[src/rtl/tdpt_pkg.sv]
// Shared constants and handshake types for the trial-division primality tester.
package tdpt_pkg;

    localparam int VALUE_WIDTH = 32;
    localparam int COUNT_WIDTH = $clog2(VALUE_WIDTH + 1);

    localparam logic [VALUE_WIDTH-1:0] DIVISOR_THREE   = VALUE_WIDTH'(3);
    localparam logic [VALUE_WIDTH-1:0] DIVISOR_FIVE    = VALUE_WIDTH'(5);
    localparam logic [VALUE_WIDTH-1:0] PAIR_OFFSET     = VALUE_WIDTH'(2);
    localparam logic [VALUE_WIDTH-1:0] CANDIDATE_STEP  = VALUE_WIDTH'(6);
    localparam logic [VALUE_WIDTH-1:0] VALUE_ONE       = VALUE_WIDTH'(1);
    localparam logic [VALUE_WIDTH-1:0] VALUE_THREE     = VALUE_WIDTH'(3);
    localparam logic [VALUE_WIDTH-1:0] VALUE_FIVE      = VALUE_WIDTH'(5);

    typedef struct packed {
        logic                   start;
        logic [VALUE_WIDTH-1:0] dividend;
        logic [VALUE_WIDTH-1:0] divisor;
    } div_req_t;

    typedef struct packed {
        logic                   done;
        logic [VALUE_WIDTH-1:0] quotient;
        logic [VALUE_WIDTH-1:0] remainder;
    } div_rsp_t;

endpackage

[src/rtl/tdpt_div.sv]
// Restoring divider that produces one quotient bit per cycle.
module tdpt_div
(
    input  logic              clk,
    input  logic              rst_n,
    input  tdpt_pkg::div_req_t req,
    output tdpt_pkg::div_rsp_t rsp
);

    localparam int W  = tdpt_pkg::VALUE_WIDTH;
    localparam int CW = tdpt_pkg::COUNT_WIDTH;

    logic [W-1:0]  quo_reg,   quo_next;
    logic [W-1:0]  rem_reg,   rem_next;
    logic [W-1:0]  dvs_reg,   dvs_next;
    logic [CW-1:0] cnt_reg,   cnt_next;
    logic          run_reg,   run_next;
    logic          done_reg,  done_next;
    logic [W+1:0]  diff;

    assign diff = {1'b0, rem_reg, quo_reg[W-1]} - {2'b00, dvs_reg};

    always_comb
    begin
        quo_next  = quo_reg;
        rem_next  = rem_reg;
        dvs_next  = dvs_reg;
        cnt_next  = cnt_reg;
        run_next  = run_reg;
        done_next = 1'b0;
        if (req.start)
        begin
            quo_next = req.dividend;
            rem_next = '0;
            dvs_next = req.divisor;
            cnt_next = CW'(W);
            run_next = 1'b1;
        end
        else if (run_reg)
        begin
            quo_next = {quo_reg[W-2:0], ~diff[W+1]};
            rem_next = diff[W+1] ? {rem_reg[W-2:0], quo_reg[W-1]} : diff[W-1:0];
            cnt_next = cnt_reg - CW'(1);
            if (cnt_reg == CW'(1))
            begin
                run_next  = 1'b0;
                done_next = 1'b1;
            end
        end
    end

    always_ff @(posedge clk or negedge rst_n)
    begin
        if (!rst_n)
        begin
            quo_reg  <= '0;
            rem_reg  <= '0;
            dvs_reg  <= '0;
            cnt_reg  <= '0;
            run_reg  <= 1'b0;
            done_reg <= 1'b0;
        end
        else
        begin
            quo_reg  <= quo_next;
            rem_reg  <= rem_next;
            dvs_reg  <= dvs_next;
            cnt_reg  <= cnt_next;
            run_reg  <= run_next;
            done_reg <= done_next;
        end
    end

    assign rsp.done      = done_reg;
    assign rsp.quotient  = quo_reg;
    assign rsp.remainder = rem_reg;

endmodule

[config.mk]
export PLATFORM = sky130hd
export DESIGN_NAME = tdpt_div
export DESIGN_NICKNAME = d
export VERILOG_FILES = /design/src/rtl/tdpt_pkg.sv /design/src/rtl/tdpt_div.sv
export SDC_FILE = /design/constraint.sdc
export NUM_CORES = 1
export LEC_CHECK = 0
export BUFFER_PORTS_ARGS = -buffer_cell sky130_fd_sc_hd__buf_2
export CORE_MARGIN = 1
export CORE_UTILIZATION = 35
export DETAILED_ROUTE_END_ITERATION = 6
export GPL_TIMING_DRIVEN = 0
export HOLD_SLACK_MARGIN = 0.08
export PLACE_DENSITY = 0.59
export SYNTH_ARGS = -nofsm -noshare
export SYNTH_HDL_FRONTEND = slang
export SYNTH_SLANG_ARGS = --single-unit
[constraint.sdc]
create_clock -name clk -period 5.7 [get_ports clk]
set_input_delay 0.57 -clock clk [delete_from_list [all_inputs] [get_ports clk]]
set_output_delay 0.57 -clock clk [all_outputs]
set_load 0.1 [all_outputs]
==> impl_metrics.toml, run 1 <==
[detailed_routing]
drc = 10
drt-wirelength-per-cell_um = 15.9
antenna_left = 0
viasPerCell = 5.10
first_pass_iters = 6
wl_um = 17400
initialDrtViolationCount = 262
vias = 5588

[placed_design]
dp.final_hpwl_um = 13100
gp_congestion = 0.842
port_buffers = 131
dpl_worst_slack_ns = 2.36

[worst_setup_path]
path_depth = 13
endpoint_kind = "register"
crit_path_cell_trace = "inv_1, ha_1, inv_1, fa_1, a211oi_1, o211ai_1, nand3b_1, a21oi_1, nor2_1, a21oi_1, or4_1, a41oi_1, nor3_2"
reg2regPathDepth = 13
slowest_stage = "or4_1"
cpLargestDelayFamily = "compound AO/OA/AOI/OAI gates"
worstPathMaxFanout = 5
worstSetupStartpointType = "register"
regToRegStartpoint = "quo_reg[31]"
rrSetupSlack_ns = 2.34
worstPathArrival_ns = 3.59
setup.worst_path.class = "reg -> reg"
critPathLaunch = "quo_reg[31]"
critical_path.max_stage_delay_ns = 0.45
endpoint = "rem_reg[30]"
critPathBufInv = 2
critPathRequiredTime_ns = 5.93
r2r_end = "rem_reg[30]"

[cells_and_area]
nets = 963
area_delta_synth_final_pct = 19.8
final_layout_size_suffix_gt1_share_pct = 20.6
n_fill_cell = 1786
multi_input_area_mm2 = 0.00349
antenna_cells = 0
seqCellArea_mm2 = 0.00260

[power_and_ir_drop]
vdd_drop_max_v = 0.000197
p_per_area_mw_per_mm2 = 360
total_leakage_power_uw = 0.00406

[synthesis]
syn-cell-area_mm2 = 0.00650
ys_ff_latch = 104
synth_edf_count = 0
synthFlopType = "dfrtp_1"
synthArstFlopShare_pct = 100
yosysTopAreaCell = "dfrtp_1"
ys_top_cells_by_area = "dfrtp_1 40%, mux2i_1 8.0%, ha_1 6.5%, o21ai_0 5.7%, nand2_1 4.7%"
syn-num-nets = 820
synth_top_area_share_pct = 40.0
yosys-top-cells-count = "104 x dfrtp_1, 81 x nand2_1, 74 x o21ai_0, 52 x mux2i_1, 49 x nor2_1"
synth.most_common_cell = "dfrtp_1"
syn_inst = 718
yosys_warnings = 0
seq_area_frac_synth_pct = 40.0
synth_cell_type_count = 64
synthesis.area_per_instance_um2 = 9.06

[die]
dieArea_mm2 = 0.0191
coreArea_mm2 = 0.0181
rows = 49
die_y_um = 138
initial_core_util_pct = 36.0
ioPinCount = 132
die_w_um = 138

[timing]
timing.final.crit_share_pct = 59.0
finalSetupTns_ns = 0
finalClockSkew_ns = 0.0120
max_freq_mhz = 297
fin_crit_ns = 3.36
slew_headroom_pct = 49.5
worst_slack_ns = 2.34
setup_viol = 0
drv_slew = 0
worst_pin_slew_ns = 0.758
finalHoldViolations = 0
rsz0062_at_grt = "no"

[global_route]
grt_pass1_vias = 5567
antenna_found_initial = 0
grt.total_usage_pct = 18.9
grt_max_degree = 64
grt_overflow = 0
grt_pass1_wl_um = 28900

[clock_tree]
hold_buffers = 0
cts_resized = 0
clkLatencyLatePin_ns = 0.36
post_cts_buffers = 0
htreeDepth = 3
cts_buffers = 9
clock-sinks = 104
root_buffer = "clkbuf_16"
cts_max_path_buffers = 2
clkTransAtPathRegs_ns = 0.08
cts_tree = "done"

[status]
status = "finished with violations"
violations = "design-rule violations"

[min_path]
hold_class = "in -> async"

[flow_run]
cap_violations = 0
## how the worst min path moves through the flow
stage	start	end	slack (ns)	cells after the start
global route	rst_n	rem_reg[11]	0.25	1
CTS	rst_n	dvs_reg[12]	0.22	1
global placement	cnt_reg[4]	done_reg	0.50	1
finish	rst_n	rem_reg[11]	0.21	1
detailed placement	dvs_reg[0]	dvs_reg[0]	0.50	1
floorplan	rst_n	cnt_reg[0]	0.27	0
## worst register-to-register path, delay by kind of cell, from the launching register on
kind | cells | cell delay [ns]
AND/OR/NAND/NOR | 4 | 0.97
buffers and inverters | 2 | 0.13
flip-flops | 1 | 0.43
AO/OA/AOI/OAI | 5 | 1.11
adder cells (fa/ha/maj) | 2 | 0.60
## placed cells by master, fill, tap and decap left out, types with 6 or more instances in the layout
| cell | instances |
|---|---|
| xnor2_1 | 23 |
| inv_1 | 48 |
| xor2_1 | 6 |
| clkbuf_1 | 32 |
| nor2_1 | 49 |
| nand3_1 | 7 |
| and3_1 | 7 |
| mux2i_1 | 52 |
| o21a_1 | 9 |
| o21ai_1 | 7 |
| clkbuf_16 | 9 |
| dfrtp_1 | 104 |
| a211oi_1 | 23 |
| a21oi_1 | 40 |
| ha_1 | 34 |
| a21o_1 | 25 |
| o21ai_0 | 74 |
| buf_1 | 6 |
| buf_2 | 132 |
| nand2_1 | 81 |
| buf_6 | 6 |
## metal layers
| layer | GRT usage [%] | vias up | wire length [µm] | share of wire, % |
|---|---|---|---|---|
| met5 | 0 | - | 0 | 0 |
| met4 | 3.96 | 0 | 146 | 0.84 |
| met3 | 5.37 | 10 | 1090 | 6.3 |
| met2 | 30.5 | 126 | 7910 | 45 |
| met1 | 25.2 | 2655 | 8240 | 47 |
| li1 | - | 2797 | - | - |
## cells by family after synthesis
| group | count (synthesis) | share of synthesized area, % |
|---|---|---|
| AO/OA/AOI/OAI | 217 | 21.7 |
| AND/OR/NAND/NOR | 184 | 12.9 |
| flip-flops | 104 | 40.0 |
| buffers and inverters | 95 | 6.27 |
| multiplexers | 54 | 8.41 |
| adder cells (fa/ha/maj) | 35 | 6.85 |
| XOR/XNOR | 29 | 3.91 |
## area by class of cell
type / instances / share of cell area (%)
Multi-Input combinational cell: 519 / 44.8
Sequential cell: 104 / 33.4
Timing Repair Buffer: 132 / 8.80
Tap cell: 229 / 3.68
Buffer: 47 / 2.92
Clock buffer: 9 / 2.89
Inverter: 48 / 2.31
Clock inverter: 7 / 1.14
## report_power, final
part | total, µW | switching, µW | internal, µW
Combinational | 1230 | 865 | 368
Clock | 664 | 313 | 351
Sequential | 905 | 78.0 | 827
## through the flow
stage	cells	utilization, %	area [µm²]	power (µW)	hold slack (ns)
4_1_cts	1095	43.1	7790	2830	0.223
5_1_grt	1095	43.1	7790	2960	0.246
2_1_floorplan	718	-	6500	1890	0.274
3_5_place_dp	1079	41.3	7480	2160	0.503
6_report	1095	43.1	7790	2800	0.215
3_3_place_gp	1078	41.2	7450	2140	0.499
Note: power is estimated with default switching activity, not from simulation.
==> run 2: changes to the inputs <==
--- a/config.mk
+++ b/config.mk
@@ -5,13 +5,14 @@
 export SDC_FILE = /design/constraint.sdc
 export NUM_CORES = 1
 export LEC_CHECK = 0
+export ABC_AREA = 1
 export BUFFER_PORTS_ARGS = -buffer_cell sky130_fd_sc_hd__buf_2
 export CORE_MARGIN = 1
 export CORE_UTILIZATION = 35
 export DETAILED_ROUTE_END_ITERATION = 6
 export GPL_TIMING_DRIVEN = 0
 export HOLD_SLACK_MARGIN = 0.08
-export PLACE_DENSITY = 0.59
+export PLACE_DENSITY = 0.6
 export SYNTH_ARGS = -nofsm -noshare
 export SYNTH_HDL_FRONTEND = slang
 export SYNTH_SLANG_ARGS = --single-unit
==> constraint.sdc (replaced) <==
create_clock -name clk -period 2.74 [get_ports clk]
set_input_delay 0.274 -clock clk [delete_from_list [all_inputs] [get_ports clk]]
set_output_delay 0.274 -clock clk [all_outputs]
set_load 0.1 [all_outputs]
==> impl_metrics.toml, run 2 <==
[placed_design]
dp.final_hpwl_um = 17900
port_buffers = 130
gp_congestion = 0.909

[timing]
slew_headroom_pct = 55.4
drv_slew = 0
rsz0062_at_grt = "no"
max_freq_mhz = 400
finalHoldViolations = 0
worst_pin_slew_ns = 0.669
setup_viol = 0
finalClockSkew_ns = 0.0164
timing.final.crit_share_pct = 91.2
fin_crit_ns = 2.50
finalSetupTns_ns = 0

[worst_setup_path]
critical_path.max_stage_delay_ns = 0.45
critPathRequiredTime_ns = 3.00
path_depth = 16
worstSetupStartpointType = "register"
endpoint_kind = "register"
rrSetupSlack_ns = 0.24
critPathLaunch = "quo_reg[31]"
critPathBufInv = 2
path_common_cell = "nand2_1"
worstPathMaxFanout = 4
endpoint = "rem_reg[28]"
cpLargestDelayFamily = "simple AND/OR/NAND/NOR gates"
reg2regPathDepth = 16
regToRegStartpoint = "quo_reg[31]"
crit_path_cell_trace = "inv_1, ha_1, inv_1, fa_1, nand2_1, nand2_1, nand3_1, nand2_1, nand2_1, nand2_1, nand2_1, nand2_1, nand2_1, nand3_1, nand2_1, nand2_1"
setup.worst_path.class = "reg -> reg"
worstPathArrival_ns = 2.76
slowest_stage = "fa_1"
r2r_end = "rem_reg[28]"

[cells_and_area]
most-common-layout-cells = "433 x nand2_1, 170 x inv_1, 131 x buf_2, 104 x dfrtp_1, 56 x nand3_1"
nets = 1309
area_delta_synth_final_pct = 18.5
antenna_cells = 0
final_layout_size_suffix_gt1_share_pct = 17.2
final_common_cell = "nand2_1"
fin_util_pct = 42.5

[clock_tree]
cts_resized = 0
cts_max_path_buffers = 2
post_cts_buffers = 0
root_buffer = "clkbuf_16"
cts_buffers = 9
clock-sinks = 104
cts_tree = "done"
clkLatencyLatePin_ns = 0.37
clkTransAtPathRegs_ns = 0.09
htreeDepth = 3

[synthesis]
synth.most_common_cell = "nand2_1"
syn-cell-area_mm2 = 0.00728
synthFlopType = "dfrtp_1"
ys_ff_latch = 104
yosys-top-cells-count = "433 x nand2_1, 170 x inv_1, 104 x dfrtp_1, 56 x nand3_1, 47 x nor2_1"
synth_top_area_share_pct = 35.7
synth_cell_type_count = 42
yosys_warnings = 0
yosysTopAreaCell = "dfrtp_1"
ys_top_cells_by_area = "dfrtp_1 36%, nand2_1 22%, inv_1 8.8%, ha_1 5.8%, nand3_1 3.8%"
syn-num-nets = 1166
synthArstFlopShare_pct = 100
synth_edf_count = 0
seq_area_frac_synth_pct = 35.7
synthesis.area_per_instance_um2 = 6.84
syn_inst = 1064

[min_path]
hold_class = "in -> reg"

[flow_run]
cap_violations = 0

[die]
die_w_um = 146
die_y_um = 146
rows = 52
initial_core_util_pct = 35.9
ioPinCount = 132
coreArea_mm2 = 0.0203
dieArea_mm2 = 0.0214

[detailed_routing]
route.met2.wl_um = 10200
viasPerCell = 4.73
wl_um = 22800
drt-wirelength-per-cell_um = 15.4
drt-met1-wl_um = 11100
vias = 7003
drc = 0
initialDrtViolationCount = 420
wl_met3_um = 1220
antenna_left = 0
top_layer_used = "met4"
first_pass_iters = 7

[power_and_ir_drop]
internal_power_uw = 4140
netSwitchingPower_uw = 5570
p_per_area_mw_per_mm2 = 1130
total_leakage_power_uw = 0.00496
combPwrFrac_pct = 63.6
p_seq_share_pct = 21.8
p_sw_share_pct = 57.4
vdd_drop_max_v = 0.000467
clockPowerShare_pct = 14.6

[global_route]
antenna_found_initial = 0
grt.total_usage_pct = 21.9
grt_overflow = 0
grt_max_degree = 67
grt_pass1_wl_um = 36600
grt_pass1_vias = 6740

[status]
status = "finished clean"
## run 2: worst min path at each step
stage / startpoint / endpoint / slack, ns / cells after the start
after CTS: req[28] / dvs_reg[28] / 0.10 / 3
after global routing: req[62] / quo_reg[30] / 0.11 / 3
after floorplan: rst_n / cnt_reg[0] / -0.02 / 0
final: req[28] / dvs_reg[28] / 0.10 / 3
after detailed placement: rst_n / dvs_reg[8] / 0.29 / 1
after global placement: dvs_reg[0] / dvs_reg[0] / 0.46 / 2
## run 2: kinds of logic after synthesis
kind of cell / Yosys count / share of synthesized area (%)
buf+inv: 211 / 12.2
simple gates: 603 / 36.0
compound gates: 97 / 8.25
fa+ha+maj: 35 / 6.12
flops: 104 / 35.7
xor+xnor: 14 / 1.68
## run 2: cell type report
cell class	count	area, µm²
Multi-Input combinational cell	749	3790
Fill cell	2181	11700
Inverter	178	668
Tap cell	270	338
Sequential cell	104	2600
Buffer	33	219
Clock inverter	7	96.3
Clock buffer	9	225
Timing Repair Buffer	132	691
## run 2: worst register-to-register path, stage by stage, from the launching register on
cell and delay, ns:
dfrtp_1 0.38, inv_1 0.14, ha_1 0.17, inv_1 0.08, fa_1 0.45, nand2_1 0.13, nand2_1 0.10, nand3_1 0.10
nand2_1 0.16, nand2_1 0.10, nand2_1 0.09, nand2_1 0.19, nand2_1 0.08, nand2_1 0.06, nand3_1 0.06, nand2_1 0.06
nand2_1 0.05
## run 2: layer usage
layer  vias up  track usage, %
li1       3595               -
met1      3219            30.5
met2       171            35.1
met3        18            4.03
met4         0            5.16
met5         -               0
## run 2: per-stage QoR
step | worst slack [ns] | hold slack (ns) | power, µW | area, µm² | cells
2_1_floorplan | 0.189 | -0.0216 | 6930 | 7280 | 1064
3_3_place_gp | 0.139 | 0.465 | 8280 | 8270 | 1464
3_5_place_dp | 0.287 | 0.285 | 8310 | 8300 | 1465
4_1_cts | 0.244 | 0.100 | 9770 | 8630 | 1482
5_1_grt | 0.0523 | 0.114 | 10400 | 8630 | 1482
6_report | 0.241 | 0.103 | 9710 | 8630 | 1482
## run 2: repair_timing
| item | 4_1_cts | 5_1_grt |
|---|---|---|
| hold buffers | 1 | 0 |
| endpoints found under the hold margin | 38 | 0 |
| endpoints found under the setup margin | 0 | 0 |
## run 2: power groups by stage
stage               Combinational [µW]  Clock, µW  Sequential (µW)
finish                            6180       1420             2110
global route                      6750       1510             2170
CTS                               6190       1460             2110
detailed placement                6170          0             2140
global placement                  6140          0             2140
floorplan                         3130          0             3800
==> run 3: changes to the inputs <==
--- a/config.mk
+++ b/config.mk
@@ -13,6 +13,7 @@
 export GPL_TIMING_DRIVEN = 0
 export HOLD_SLACK_MARGIN = 0.08
 export PLACE_DENSITY = 0.6
+export SETUP_SLACK_MARGIN = 0.4
 export SYNTH_ARGS = -nofsm -noshare
 export SYNTH_HDL_FRONTEND = slang
 export SYNTH_SLANG_ARGS = --single-unit
==> impl_metrics.toml, run 3 (synthesis gave the netlist of run 2 again) <==
[clock_tree]
cts_tree = "done"
cts_max_path_buffers = 2
clkLatencyLatePin_ns = 0.36
root_buffer = "clkbuf_16"
cts_buffers = 9
clock-sinks = 104
clkTransAtPathRegs_ns = 0.08
htreeDepth = 3

[die]
ioPinCount = 132
rows = 52
die_y_um = 146
initial_core_util_pct = 35.9
die_w_um = 146
dieArea_mm2 = 0.0214
coreArea_mm2 = 0.0203

[cells_and_area]
final_common_cell = "nand2_1"
antenna_cells = 0
most-common-layout-cells = "419 x nand2_1, 169 x inv_1, 130 x buf_2, 72 x dfrtp_1, 53 x nand3_1"
fin_area_mm2 = 0.00893
area_delta_synth_final_pct = 22.6
layout.cells.non_filler = 1485
nets = 1312
final_layout_size_suffix_gt1_share_pct = 23.7

[timing]
setup_viol = 0
max_freq_mhz = 442
slew_headroom_pct = 54.7
worst_pin_slew_ns = 0.679
drv_slew = 0
fin_crit_ns = 2.26
finalClockSkew_ns = 0.0108
rsz0062_at_grt = "yes"
timing.final.crit_share_pct = 82.5
finalHoldViolations = 0
whs_ns = 0.116
finalSetupTns_ns = 0
worst_slack_ns = 0.480

[min_path]
worstHoldStart = "req[62]"
hold_class = "in -> reg"
min_to = "quo_reg[30]"
holdPathStages = 3

[worst_setup_path]
regToRegStartpoint = "quo_reg[31]"
critPathRequiredTime_ns = 2.98
worstPathMaxFanout = 4
reg2regPathDepth = 16
rrSetupSlack_ns = 0.48
endpoint_kind = "register"
worstSetupStartpointType = "register"
worstPathArrival_ns = 2.50
setup.worst_path.class = "reg -> reg"
r2r_end = "rem_reg[28]"

[placed_design]
placed_area_mm2 = 0.00834
placedCellCount = 1465
dpl_worst_slack_ns = 0.297
gp_congestion = 0.918
port_buffers = 130
dp.final_hpwl_um = 17900

[detailed_routing]
viasPerCell = 4.73
drt-wirelength-per-cell_um = 15.4
initialDrtViolationCount = 363
vias = 7019
wl_um = 22900
antenna_left = 0
first_pass_iters = 4
drc = 0

[power_and_ir_drop]
netSwitchingPower_uw = 5630
clockPowerShare_pct = 13.1
internal_power_uw = 4370
p_per_area_mw_per_mm2 = 1120
combPwrFrac_pct = 65.1
total_leakage_power_uw = 0.00493
p_seq_share_pct = 21.9
p_sw_share_pct = 56.3
vdd_drop_max_v = 0.000425

[global_route]
grt_max_degree = 68
antenna_found_initial = 0
grt.total_usage_pct = 22.0
grt_pass1_wl_um = 36900
grt_pass1_vias = 6888
grt_overflow = 0

[status]
status = "finished clean"

[flow_run]
cap_violations = 0
## run 3: timing repair
| item | CTS | global route |
|---|---|---|
| setup buffers | 0 | 3 |
| hold endpoints to repair | 37 | 0 |
| pin swaps | 0 | 5 |
| resized for setup | 5 | 50 |
| hold buffers | 1 | 0 |
| setup endpoints to repair | 8 | 31 |
## run 3: how the worst max path moves through the flow
stage	cells past startpoint	start	endpoint
6_report	16	quo_reg[31]	rem_reg[28]
5_1_grt	16	quo_reg[31]	rem_reg[30]
4_1_cts	16	quo_reg[31]	rem_reg[30]
3_5_place_dp	16	quo_reg[31]	rem_reg[28]
3_3_place_gp	1	rst_n	rem_reg[27]
2_1_floorplan	16	quo_reg[31]	rem_reg[30]
## run 3: final cells by class
class	count	area [µm²]
clock inverters	7	70.1
flip-flops and latches	104	2640
well taps	270	338
multi-input cells	749	4030
fillers	2192	11400
repair buffers	135	713
plain buffers	33	240
clock buffers	9	225
inverters	178	668
## run 3: per-stage QoR
stage	total power [µW]	utilization, %
3_5_place_dp	8350	41.1
4_1_cts	9710	42.7
6_report	10000	44.0
2_1_floorplan	6970	-
5_1_grt	10800	44.0
3_3_place_gp	8330	40.9
## run 3: critical path: stages, from the launching register on
cell	delay [ns]
dfrtp_2	0.41
inv_2	0.09
ha_1	0.14
inv_1	0.08
fa_2	0.43
nand2_2	0.10
nand2_2	0.08
nand3_2	0.10
nand2_2	0.10
nand2_1	0.09
nand2_2	0.08
nand2_2	0.13
nand2_1	0.07
nand2_1	0.06
nand3_1	0.06
nand2_1	0.06
nand2_1	0.05
## run 3: metal layers
metal | routed length, µm | global-route usage [%] | vias to the layer above
met3 | 1040 | 3.91 | 24
li1 | - | - | 3595
met1 | 11200 | 30.1 | 3231
met5 | 0 | 0 | -
met4 | 432 | 5.78 | 0
met2 | 10200 | 35.8 | 169
## run 3: power groups by stage
stage	Clock (µW)	Sequential [µW]	Combinational (µW)
2_1_floorplan	0	3840	3130
3_3_place_gp	0	2170	6150
3_5_place_dp	0	2180	6180
4_1_cts	1340	2150	6220
5_1_grt	1400	2230	7130
6_report	1310	2190	6510
